`src/hw/rtl/lcc_pkg.sv`:
```
// ----------------------------------------------------------------------------
// lcc_pkg
// Shared types and constants of the line crossing counter: side and crossing
// codes, register indexes, configuration and controller interface structs.
// ----------------------------------------------------------------------------
package lcc_pkg;

	localparam int COORD_W   = 12;
	localparam int CENT_W    = 16;
	localparam int ID_W      = 8;
	localparam int CNT_W     = 32;
	localparam int S_TDATA_W = 40;
	localparam int M_TDATA_W = 72;
	localparam int ADDR_W    = 5;
	localparam int DATA_W    = 32;
	localparam int ID_SPAN   = 256;

	localparam logic [2:0] REG_START_X = 3'd0;
	localparam logic [2:0] REG_START_Y = 3'd1;
	localparam logic [2:0] REG_END_X   = 3'd2;
	localparam logic [2:0] REG_END_Y   = 3'd3;
	localparam logic [2:0] REG_ENABLE  = 3'd4;

	typedef enum logic [1:0] {
		SIDE_NONE = 2'd0,
		SIDE_A    = 2'd1,
		SIDE_B    = 2'd2
	} side_t;

	typedef enum logic [1:0] {
		CROSS_NONE = 2'd0,
		CROSS_AB   = 2'd1,
		CROSS_BA   = 2'd2
	} cross_t;

	typedef enum logic [1:0] {
		ST_CLEAR  = 2'd0,
		ST_IDLE   = 2'd1,
		ST_UPDATE = 2'd2
	} state_t;

	typedef struct packed {
		logic [COORD_W-1:0] start_x;
		logic [COORD_W-1:0] start_y;
		logic [COORD_W-1:0] end_x;
		logic [COORD_W-1:0] end_y;
		logic               enable;
	} cfg_t;

	typedef struct packed {
		logic clear;
		logic accept;
		logic update;
	} cmd_t;

	typedef struct packed {
		logic clr_last;
		logic out_free;
	} status_t;

endpackage

```
`src/hw/rtl/lcc_cfg.sv`:
```
// ----------------------------------------------------------------------------
// lcc_cfg
// Register bank behind the APB-style port: counting line endpoints and the
// counting enable.
// ----------------------------------------------------------------------------
module lcc_cfg
	import lcc_pkg::*;
(
	input  logic              clk,
	input  logic              arst_n,
	input  logic              psel,
	input  logic              penable,
	input  logic              pwrite,
	input  logic [ADDR_W-1:0] paddr,
	input  logic [DATA_W-1:0] pwdata,
	output logic [DATA_W-1:0] prdata,
	output logic              pready,
	output cfg_t              cfg
);

	cfg_t       cfg_q;
	logic       wr_en;
	logic [2:0] reg_idx;

	assign pready  = 1'b1;
	assign wr_en   = psel & penable & pwrite;
	assign reg_idx = paddr[4:2];
	assign cfg     = cfg_q;

	always_ff @(posedge clk or negedge arst_n) begin
		if (!arst_n) begin
			cfg_q <= '0;
		end else if (wr_en) begin
			case (reg_idx)
				REG_START_X: cfg_q.start_x <= pwdata[COORD_W-1:0];
				REG_START_Y: cfg_q.start_y <= pwdata[COORD_W-1:0];
				REG_END_X:   cfg_q.end_x   <= pwdata[COORD_W-1:0];
				REG_END_Y:   cfg_q.end_y   <= pwdata[COORD_W-1:0];
				REG_ENABLE:  cfg_q.enable  <= pwdata[0];
				default: ;
			endcase
		end
	end

	always_comb begin
		case (reg_idx)
			REG_START_X: prdata = DATA_W'(cfg_q.start_x);
			REG_START_Y: prdata = DATA_W'(cfg_q.start_y);
			REG_END_X:   prdata = DATA_W'(cfg_q.end_x);
			REG_END_Y:   prdata = DATA_W'(cfg_q.end_y);
			REG_ENABLE:  prdata = DATA_W'(cfg_q.enable);
			default:     prdata = '0;
		endcase
	end

endmodule

```
`src/hw/rtl/lcc_ctrl.sv`:
```
// ----------------------------------------------------------------------------
// lcc_ctrl
// Controller: clearing sweep after reset, word intake, and the table
// read-modify-write step that waits for a free output register.
// ----------------------------------------------------------------------------
module lcc_ctrl
	import lcc_pkg::*;
(
	input  logic    clk,
	input  logic    arst_n,
	input  logic    s_tvalid,
	output logic    s_tready,
	input  status_t status,
	output cmd_t    cmd
);

	state_t state_q;
	state_t state_d;

	always_ff @(posedge clk or negedge arst_n) begin
		if (!arst_n) begin
			state_q <= ST_CLEAR;
		end else begin
			state_q <= state_d;
		end
	end

	always_comb begin
		state_d  = state_q;
		cmd      = '0;
		s_tready = 1'b0;
		case (state_q)
			ST_CLEAR: begin
				cmd.clear = 1'b1;
				if (status.clr_last) begin
					state_d = ST_IDLE;
				end
			end
			ST_IDLE: begin
				s_tready = 1'b1;
				if (s_tvalid) begin
					cmd.accept = 1'b1;
					state_d    = ST_UPDATE;
				end
			end
			ST_UPDATE: begin
				if (status.out_free) begin
					cmd.update = 1'b1;
					state_d    = ST_IDLE;
				end
			end
			default: begin
				state_d = ST_CLEAR;
			end
		endcase
	end

endmodule

```
`src/hw/rtl/lcc_dp.sv`:
```
// ----------------------------------------------------------------------------
// lcc_dp
// Datapath: side classification, per-track side table, saturating crossing
// counters and the output word register.
// ----------------------------------------------------------------------------
module lcc_dp
	import lcc_pkg::*;
#(
	parameter int MAX_TRACKS      = 256,
	parameter int COORD_FRAC_BITS = 4
)
(
	input  logic                 clk,
	input  logic                 arst_n,
	input  cmd_t                 cmd,
	output status_t              status,
	input  cfg_t                 cfg,
	input  logic [S_TDATA_W-1:0] in_tdata,
	input  logic                 in_tuser,
	output logic                 m_tvalid,
	input  logic                 m_tready,
	output logic [M_TDATA_W-1:0] m_tdata
);

	localparam int IDX_W = $clog2(MAX_TRACKS);
	localparam int REF_W = COORD_W + COORD_FRAC_BITS;
	localparam int CMP_W = (REF_W > CENT_W) ? REF_W : CENT_W;

	// id to table slot, folded at elaboration
	logic [IDX_W-1:0] slot_lut [ID_SPAN];

	for (genvar i = 0; i < ID_SPAN; i++) begin : g_slot
		assign slot_lut[i] = IDX_W'(i % MAX_TRACKS);
	end

	side_t            mem [MAX_TRACKS];
	side_t            rd_s1;
	logic [IDX_W-1:0] slot_s1;
	logic             inact_s1;
	side_t            side_s1;
	logic [IDX_W-1:0] clr_q;
	logic [CNT_W-1:0] ab_q;
	logic [CNT_W-1:0] ba_q;
	logic             m_tvalid_q;
	side_t            out_side_q;
	cross_t           out_cross_q;
	logic [CNT_W-1:0] out_ab_q;
	logic [CNT_W-1:0] out_ba_q;

	logic [COORD_W-1:0] dx;
	logic [COORD_W-1:0] dy;
	logic [CMP_W-1:0]   cx;
	logic [CMP_W-1:0]   cy;
	logic [CMP_W-1:0]   lx_pos;
	logic [CMP_W-1:0]   ly_pos;
	side_t              side_in;
	side_t              new_side;
	cross_t             cross_kind;
	logic [CNT_W-1:0]   ab_nx;
	logic [CNT_W-1:0]   ba_nx;
	logic [IDX_W-1:0]   slot_in;
	logic               mem_we;
	logic [IDX_W-1:0]   mem_waddr;
	side_t              mem_wdata;

	// classification of the incoming word
	always_comb begin
		dx      = (cfg.start_x > cfg.end_x) ? cfg.start_x - cfg.end_x
		                                    : cfg.end_x - cfg.start_x;
		dy      = (cfg.start_y > cfg.end_y) ? cfg.start_y - cfg.end_y
		                                    : cfg.end_y - cfg.start_y;
		cx      = CMP_W'(in_tdata[23:8]);
		cy      = CMP_W'(in_tdata[39:24]);
		lx_pos  = CMP_W'(cfg.start_x) << COORD_FRAC_BITS;
		ly_pos  = CMP_W'(cfg.start_y) << COORD_FRAC_BITS;
		side_in = SIDE_NONE;
		if (cfg.enable) begin
			if (dx < dy) begin
				if (cx < lx_pos) begin
					side_in = SIDE_A;
				end else if (cx > lx_pos) begin
					side_in = SIDE_B;
				end
			end else if (dx > dy) begin
				if (cy > ly_pos) begin
					side_in = SIDE_A;
				end else if (cy < ly_pos) begin
					side_in = SIDE_B;
				end
			end
		end
	end

	assign slot_in = slot_lut[in_tdata[ID_W-1:0]];

	always_ff @(posedge clk) begin
		if (cmd.accept) begin
			slot_s1  <= slot_in;
			inact_s1 <= in_tuser;
			side_s1  <= side_in;
			rd_s1    <= mem[slot_in];
		end
	end

	// table update and crossing decision
	always_comb begin
		new_side   = rd_s1;
		cross_kind = CROSS_NONE;
		if (inact_s1) begin
			new_side = SIDE_NONE;
		end else if (rd_s1 == SIDE_NONE) begin
			new_side = side_s1;
		end else if (side_s1 != rd_s1) begin
			new_side = SIDE_NONE;
			if (rd_s1 == SIDE_A && side_s1 == SIDE_B) begin
				cross_kind = CROSS_AB;
			end else if (rd_s1 == SIDE_B && side_s1 == SIDE_A) begin
				cross_kind = CROSS_BA;
			end
		end
		ab_nx = (cross_kind == CROSS_AB && ab_q != '1) ? ab_q + 1'b1 : ab_q;
		ba_nx = (cross_kind == CROSS_BA && ba_q != '1) ? ba_q + 1'b1 : ba_q;
	end

	assign mem_we    = cmd.clear | cmd.update;
	assign mem_waddr = cmd.clear ? clr_q : slot_s1;
	assign mem_wdata = cmd.clear ? SIDE_NONE : new_side;

	always_ff @(posedge clk) begin
		if (mem_we) begin
			mem[mem_waddr] <= mem_wdata;
		end
	end

	always_ff @(posedge clk or negedge arst_n) begin
		if (!arst_n) begin
			clr_q      <= '0;
			ab_q       <= '0;
			ba_q       <= '0;
			m_tvalid_q <= 1'b0;
		end else begin
			if (cmd.clear) begin
				clr_q <= clr_q + 1'b1;
			end
			if (cmd.update) begin
				ab_q       <= ab_nx;
				ba_q       <= ba_nx;
				m_tvalid_q <= 1'b1;
			end else if (m_tready) begin
				m_tvalid_q <= 1'b0;
			end
		end
	end

	always_ff @(posedge clk) begin
		if (cmd.update) begin
			out_side_q  <= side_s1;
			out_cross_q <= cross_kind;
			out_ab_q    <= ab_nx;
			out_ba_q    <= ba_nx;
		end
	end

	assign status.clr_last = (clr_q == IDX_W'(MAX_TRACKS - 1));
	assign status.out_free = ~m_tvalid_q | m_tready;

	assign m_tvalid = m_tvalid_q;
	assign m_tdata  = {4'b0000, out_ba_q, out_ab_q, out_cross_q, out_side_q};

endmodule

```
`src/hw/rtl/line_crossing_counter.sv`:
```
// ----------------------------------------------------------------------------
// line_crossing_counter
// Counts tracked objects crossing a configured tripwire line.
// The input word is registered at intake; the update step then registers the
// result word, and waits while a previous result word is still waiting on m_tready.
// A new word is taken only after the side table read-modify-write completes.
// Reset: counters, state and output valid clear; a sweep over all MAX_TRACKS
// side table entries then clears the table, with s_tready low until it ends.
// ----------------------------------------------------------------------------
module line_crossing_counter
	import lcc_pkg::*;
#(
	parameter int MAX_TRACKS      = 256,
	parameter int COORD_FRAC_BITS = 4
)
(
	input  logic                 clk,
	input  logic                 arst_n,
	input  logic                 s_tvalid,
	output logic                 s_tready,
	input  logic [S_TDATA_W-1:0] s_tdata,  // track_id, centroid_x, centroid_y
	input  logic                 s_tuser,  // track_inactive
	output logic                 m_tvalid,
	input  logic                 m_tready,
	output logic [M_TDATA_W-1:0] m_tdata,  // side_now, crossing, total_a_to_b,
	                                       // total_b_to_a, zero fill
	input  logic                 psel,
	input  logic                 penable,
	input  logic                 pwrite,
	input  logic [ADDR_W-1:0]    paddr,
	input  logic [DATA_W-1:0]    pwdata,
	output logic [DATA_W-1:0]    prdata,
	output logic                 pready
);

	cfg_t    cfg;
	cmd_t    cmd;
	status_t status;

	lcc_cfg u_cfg (
		.clk     (clk),
		.arst_n  (arst_n),
		.psel    (psel),
		.penable (penable),
		.pwrite  (pwrite),
		.paddr   (paddr),
		.pwdata  (pwdata),
		.prdata  (prdata),
		.pready  (pready),
		.cfg     (cfg)
	);

	lcc_ctrl u_ctrl (
		.clk      (clk),
		.arst_n   (arst_n),
		.s_tvalid (s_tvalid),
		.s_tready (s_tready),
		.status   (status),
		.cmd      (cmd)
	);

	lcc_dp #(
		.MAX_TRACKS      (MAX_TRACKS),
		.COORD_FRAC_BITS (COORD_FRAC_BITS)
	) u_dp (
		.clk      (clk),
		.arst_n   (arst_n),
		.cmd      (cmd),
		.status   (status),
		.cfg      (cfg),
		.in_tdata (s_tdata),
		.in_tuser (s_tuser),
		.m_tvalid (m_tvalid),
		.m_tready (m_tready),
		.m_tdata  (m_tdata)
	);

endmodule

```
`config.mk`:
```
export PLATFORM = sky130hd
export DESIGN_NAME = line_crossing_counter
export DESIGN_NICKNAME = d
export VERILOG_FILES = /design/src/hw/rtl/lcc_pkg.sv /design/src/hw/rtl/lcc_cfg.sv /design/src/hw/rtl/lcc_ctrl.sv /design/src/hw/rtl/lcc_dp.sv /design/src/hw/rtl/line_crossing_counter.sv
export SDC_FILE = /design/constraint.sdc
export NUM_CORES = 1
export LEC_CHECK = 0
export BUFFER_PORTS_ARGS = -buffer_cell sky130_fd_sc_hd__buf_2
export CORE_ASPECT_RATIO = 1.2
export CORE_MARGIN = 5
export CORE_UTILIZATION = 45
export DETAILED_ROUTE_END_ITERATION = 8
export PLACE_DENSITY = 0.69
export SYNTH_ARGS = -nofsm -noshare
export SYNTH_HDL_FRONTEND = slang
export SYNTH_SLANG_ARGS = --single-unit
```
`constraint.sdc`:
```
create_clock -name clk -period 4.7 [get_ports clk]
set_input_delay 0.94 -clock clk [delete_from_list [all_inputs] [get_ports clk]]
set_output_delay 0.94 -clock clk [all_outputs]
set_load 0.01 [all_outputs]
```
==> results.py, run 1 <==
metrics = {
    "timing": {
        "grt_setup_unrepaired": "false",
        "hold_viol_final": 0,
        "min_period_ps": 4410,
        "fin_crit_sh_pct": 93.8,
        "relSlewSlack_pct": 14.9,
        "fmax_ghz": 0.227,
        "setup_violations": 0,
        "drv_slew": 0,
        "clock_skew_ps": 32.8,
        "worst_pin_slew_ps": 1270,
        "tns_ps": 0,
    },
    "synth": {
        "ys_seq_area_share_pct": 63.3,
        "syn_area_um2": 33000,
        "yosysWarningCount": 0,
        "synth-edff-count": 593,
        "synth-seq-cells": 717,
        "async_flop_share_pct": 17.3,
        "synthCells": 2258,
        "synth_area_per_cell_um2": 14.6,
        "synthFlopType": "edfxtp_1",
        "ys_types": 73,
    },
    "worst_setup_path": {
        "slowest_stage": "or3_1",
        "path_class": "flip-flop to flip-flop",
        "cp-end-kind": "flip-flop",
        "r2r_cells": 19,
        "slowest_delay_ps": 410,
        "crit_fanout": 10,
        "worstPathArrival_ps": 4750,
        "path_cells": "inv_1, ha_1, inv_1, fa_1, nand3_1, a21oi_1, nor3_2, o21a_1, buf_4, mux2_2, a21oi_2, mux2i_1, nand3_1, ha_1, nand4_1, or3_1, o211ai_1, a311oi_1, o21a_1",
        "cp-start-kind": "flip-flop",
        "cp.required_ps": 5040,
    },
    "global_routing": {
        "grt_pass1_vias": 20100,
        "antenna_found_initial": 3,
        "grt_max_degree": 144,
        "grt.overflow.total": 0,
        "grt_pass1_wl_mm": 116,
        "grt_usage_pct": 18.7,
    },
    "clock_tree": {
        "htree_levels": 3,
        "clk_latency_ps": 630,
        "cts_setup_buffers": 0,
        "clk_pin_slew_ps": 70,
        "cts_tree": "done",
        "clk_path_buf_depth": 3,
        "numCtsBuffers": 69,
        "cts_root_buf": "clkbuf_16",
        "clock-sinks": 717,
    },
    "floorplan": {
        "die_w_um": 257,
        "core-area_um2": 72600,
        "start_util_pct": 45.5,
        "row_count": 108,
        "ios": 192,
        "dieArea_um2": 78900,
        "die_y_um": 307,
    },
    "power_and_ir_drop": {
        "p_leak_nw": 13.2,
        "finalPower_mw": 16.7,
        "pwr_density_cell_nw_per_um2": 450,
        "max-vdd-ir-drop_mv": 0.270,
    },
    "routing": {
        "drcViolationCount": 0,
        "via_per_inst": 5.70,
        "firstDrtPassIters": 6,
        "routed_wl_mm": 74.9,
        "num_vias": 19400,
        "routedWlPerCell_um": 22.0,
        "ant_nets": 0,
        "drt_iter0_drc": 1917,
    },
    "placed_design": {
        "placed_cell_area_um2": 34800,
        "io_buffers": 144,
        "place_congestion": 0.910,
        "dp_hpwl_mm": 48.8,
    },
    "cells_and_area": {
        "drive_above_1_share_pct": 21.5,
        "final_util_pct": 51.2,
        "fin_nets": 2578,
        "stdcell_area_um2": 37200,
        "syn_to_final_growth_pct": 12.5,
        "nFillCells": 5899,
    },
    "flow_run": {
        "cap_violations": 0,
    },
    "outcome": {
        "status": "completed",
    },
    "worst_hold_path": {
        "hold_path_class": "input pin to asynchronous set/reset pin",
    },
}
metrics by stage:
stage,instances,hold WS (ps),setup WS [ps]
3_5_place_dp,3268,500,141
3_3_place_gp,3268,484,85.0
5_1_grt,3393,418,27.5
2_1_floorplan,2281,457,461
6_report,3396,377,292
4_1_cts,3393,389,61.4
critical path, delay by kind of cell, from the launching register on:
family                     cells  cell delay, ps
buffers and inverters          3             350
adders and majority gates      3             840
AOI/OAI and AO/OA              6            1020
muxes                          2             560
and+or+nand+nor                5             990
DFF                            1             390
cell usage after synthesis (all sizes together), types with 16 or more instances:
master  count  area share [%]
a21o       24            0.55
a21oi      44            0.68
and2       20            0.38
buf        58             1.1
clkbuf     81            0.92
dfrtp     124             9.4
edfxtp    593              54
ha         85             3.2
inv        68            0.77
mux2       33             1.1
mux2i      16            0.48
mux4      171              12
nand2     154             1.8
nand3      50            0.76
nand4      31            0.65
nor2      322             3.7
nor3       21            0.35
o21ai      45            0.69
xnor2      85             2.3
xor2       66             1.8
metal layers:
metal	GRT usage, %	vias to the layer above	part of all wire [%]	routed length (um)
met1	24.6	9801	40	29800
met5	0	-	0	0
li1	-	8671	-	-
met4	6.16	0	3.0	2230
met2	31.8	755	50	37400
met3	3.38	145	7.3	5480
worst paths after layout:
kind,slack [ps],endpoint,start
min in group clk,510,u_dp.ab_q[10],u_dp.ab_q[10]
min,380,u_cfg.cfg[23],arst_n
min reg2reg,510,u_dp.ab_q[10],u_dp.ab_q[10]
max reg2reg,290,u_dp.side_s1[1],u_cfg.cfg[25]
max,290,u_dp.side_s1[1],u_cfg.cfg[25]
max in group asynchronous,3440,u_dp.ba_q[27],arst_n
state kept, by name (all words and copies together) (netlist names), 8 cells and up:
register       flops
u_dp.clr_q         8
u_dp.out_ab_q     32
u_dp.mem         512
u_dp.out_ba_q     32
u_dp.slot_s1       8
u_dp.ba_q         32
u_dp.ab_q         32
u_cfg.cfg         49
cells in the final DEF (no fill, tap or decap), types with 9 or more instances in the layout:
cell type	synthesis	layout
edfxtp_1	593	593
nor2_1	319	319
mux4_2	171	171
nand2_1	154	154
buf_2	20	141
dfrtp_1	124	124
xnor2_1	85	85
ha_1	85	85
clkbuf_16	0	71
inv_1	68	68
xor2_1	66	66
nand3_1	50	50
o21ai_0	42	42
a21oi_1	43	41
buf_4	25	40
mux2_2	33	33
nand4_1	29	29
conb_1	2	25
a21o_1	24	24
and2_1	20	20
nor3_1	20	18
mux2i_1	16	16
nor2b_1	14	14
nand3b_1	14	14
a22oi_1	13	13
clkinv_2	0	11
clkbuf_1	81	11
nand2b_1	10	10
o21a_1	10	10
and4_1	9	9
clkinv_1	1	9
buf_12	0	9
repair_timing:
item	in CTS	in global routing
hold buffers	0	0
setup endpoints to repair	0	2
resized for setup	0	6
report_power, final:
part / switching [mW] / total (mW) / internal [mW]
sequential: 0.197 / 7.36 / 7.17
clock: 2.39 / 5.64 / 3.26
combinational: 2.32 / 3.70 / 1.38
total: 4.91 / 16.7 / 11.8
cell type report:
| cell class | instances | area (um2) | share of cell area, % |
|---|---|---|---|
| flip-flops and latches | 717 | 20900 | 56.3 |
| multi-input cells | 1356 | 11300 | 30.4 |
| clock buffers | 87 | 1890 | 5.08 |
| repair buffers | 191 | 1200 | 3.23 |
| well taps | 935 | 1170 | 3.15 |
| clock inverters | 38 | 410 | 1.10 |
| inverters | 69 | 260 | 0.700 |
| diodes | 3 | 7.51 | 0.0202 |
cells by family after synthesis:
group                    share of synthesized area (%)
buffers and inverters                             2.81
AND/OR/NAND/NOR                                   9.52
multiplexers                                      13.3
XOR/XNOR                                          4.00
adder cells (fa/ha/maj)                           3.46
other                                           0.0227
AO/OA/AOI/OAI                                     3.60
flip-flops                                        63.3
No activity file was read; power rests on OpenSTA's default activity.
==> run 2: changes to the inputs <==
- GPL_TIMING_DRIVEN: not set -> 0
- clock period: 4.7 -> 3.73 ns (I/O delays scaled with it)
==> results.py, run 2 (synthesis results as in run 1) <==
metrics = {
    "outcome": {
        "status": "finished with violations",
        "violations": "setup timing",
    },
    "timing": {
        "fin_crit_sh_pct": 115,
        "min_period_ps": 4280,
        "setup_violations": 2,
        "fin_ws_ps": -547,
        "hold_viol_final": 0,
        "tns_ps": -1060,
        "relSlewSlack_pct": 10.5,
        "grt_setup_unrepaired": "true",
        "drv_slew": 0,
        "worst_pin_slew_ps": 1340,
        "fmax_ghz": 0.234,
        "clock_skew_ps": 34.9,
    },
    "placed_design": {
        "pre_cts_ws_ps": -1080,
        "dp_hpwl_mm": 56.3,
        "place_congestion": 0.918,
        "io_buffers": 143,
        "placed_cell_area_um2": 35200,
    },
    "worst_setup_path": {
        "cp.required_ps": 4190,
        "crit_fanout": 10,
        "path_class": "flip-flop to flip-flop",
        "reg2reg_from": "u_cfg.cfg[37]",
        "cp-end-kind": "flip-flop",
        "r2r_cells": 20,
        "worstPathArrival_ps": 4740,
        "crit_start": "u_cfg.cfg[37]",
        "cp-start-kind": "flip-flop",
    },
    "floorplan": {
        "row_count": 108,
        "die_w_um": 257,
        "dieArea_um2": 78900,
        "die_y_um": 307,
        "ios": 192,
        "core-area_um2": 72600,
        "start_util_pct": 45.5,
    },
    "cells_and_area": {
        "nFillCells": 5873,
        "diodes": 0,
        "top_register": "u_dp.mem",
        "final_cell_mix": "edfxtp_1 (593), nor2_1 (319), mux4_2 (171)",
        "drive_above_1_share_pct": 23.5,
        "final_common_cell": "edfxtp_1",
        "syn_to_final_growth_pct": 14.9,
        "fin_nets": 2690,
        "stdcell_area_um2": 38000,
        "largest_reg_flops": 512,
    },
    "global_routing": {
        "antenna_found_initial": 1,
        "grt_usage_pct": 20.3,
        "grt_pass1_vias": 20700,
        "grt_max_degree": 96,
        "grt_pass1_wl_mm": 124,
        "grt.overflow.total": 0,
    },
    "power_and_ir_drop": {
        "max-vdd-ir-drop_mv": 0.285,
        "sw_frac_of_total_pct": 30.5,
        "p_leak_nw": 13.5,
        "seqPwrFrac_pct": 42.5,
        "p_int_mw": 15.2,
        "finalPower_mw": 21.9,
        "power_frac_clock_pct": 33.1,
        "combPwrFrac_pct": 24.4,
        "p_switching_mw": 6.68,
        "pwr_density_cell_nw_per_um2": 576,
    },
    "routing": {
        "drt_iter0_drc": 2020,
        "ant_nets": 0,
        "num_vias": 20200,
        "via_per_inst": 5.75,
        "drcViolationCount": 0,
        "routedWlPerCell_um": 23.3,
        "firstDrtPassIters": 7,
        "routed_wl_mm": 81.8,
    },
    "clock_tree": {
        "numCtsBuffers": 72,
        "clk_pin_slew_ps": 60,
        "clk_path_buf_depth": 3,
        "clock-sinks": 717,
        "htree_levels": 3,
        "cts_tree": "done",
        "cts_root_buf": "clkbuf_16",
        "clk_latency_ps": 620,
    },
    "flow_run": {
        "cap_violations": 0,
    },
    "worst_hold_path": {
        "hold_path_class": "input pin to asynchronous set/reset pin",
    },
}
run 2: path summary, 6_finish.rpt:
kind / end / slack (ps)
worst max-delay path: u_dp.side_s1[0] / -550
worst min-delay path: u_cfg.cfg[46] / 20
worst max register to register: u_dp.side_s1[0] / -550
worst min register to register: u_dp.ab_q[13] / 500
max in group asynchronous: u_dp.m_tvalid / 2910
min in group clk: u_dp.inact_s1 / 340
run 2: metrics by stage:
step | instances | utilization (%) | hold slack [ps]
2_1_floorplan | 2281 | - | 450
3_3_place_gp | 3359 | 48.3 | 488
3_5_place_dp | 3364 | 48.5 | 486
4_1_cts | 3502 | 52.2 | 3.35
5_1_grt | 3506 | 52.3 | 34.3
6_report | 3506 | 52.3 | 19.8
run 2: critical path: stages (launching register included):
cell and delay (ps):
dfrtp_1 390, inv_1 60, ha_2 160, inv_2 50, fa_2 390, a21o_1 180
a21oi_2 180, o211ai_1 170, a21o_2 300, buf_6 170, o211ai_1 100, o31a_1 200
xor2_2 180, ha_1 270, a21o_1 190, a21o_1 170, a21oi_1 150, o211ai_1 100
buf_4 180, a311o_1 380, a21boi_2 170
run 2: power by group through the flow:
| stage | Sequential, mW | Combinational, mW | Clock, mW |
|---|---|---|---|
| after floorplan | 9.39 | 3.13 | 0 |
| after global placement | 9.45 | 4.62 | 0 |
| after detailed placement | 9.45 | 4.75 | 0 |
| after CTS | 9.28 | 5.14 | 7.36 |
| after global routing | 9.32 | 5.75 | 7.71 |
| final | 9.29 | 5.33 | 7.24 |
run 2: layer usage:
| layer | GRT usage, % | vias up | wire, um |
|---|---|---|---|
| met5 | 0 | - | 14 |
| met4 | 6.83 | 2 | 2690 |
| met3 | 3.86 | 159 | 6620 |
| met2 | 35.6 | 884 | 41600 |
| met1 | 25.7 | 10200 | 30900 |
| li1 | - | 8894 | - |
run 2: timing repair:
action                     in CTS  in global routing
pin swaps                      15                 22
setup endpoints to repair     206                 36
gates resized for setup        38                 26
hold buffers                    0                  0
setup buffers                  19                  4
run 2: area by class of cell:
| type | instances | area, um2 | area share [%] |
|---|---|---|---|
| tap | 935 | 1170 | 3.08 |
| clock inverter | 46 | 520 | 1.37 |
| multi-input combinational | 1356 | 11500 | 30.4 |
| timing repair buffer | 171 | 1040 | 2.73 |
| sequential | 717 | 20900 | 55.1 |
| buffer | 129 | 664 | 1.75 |
| inverter | 69 | 263 | 0.692 |
| clock buffer | 83 | 1850 | 4.88 |
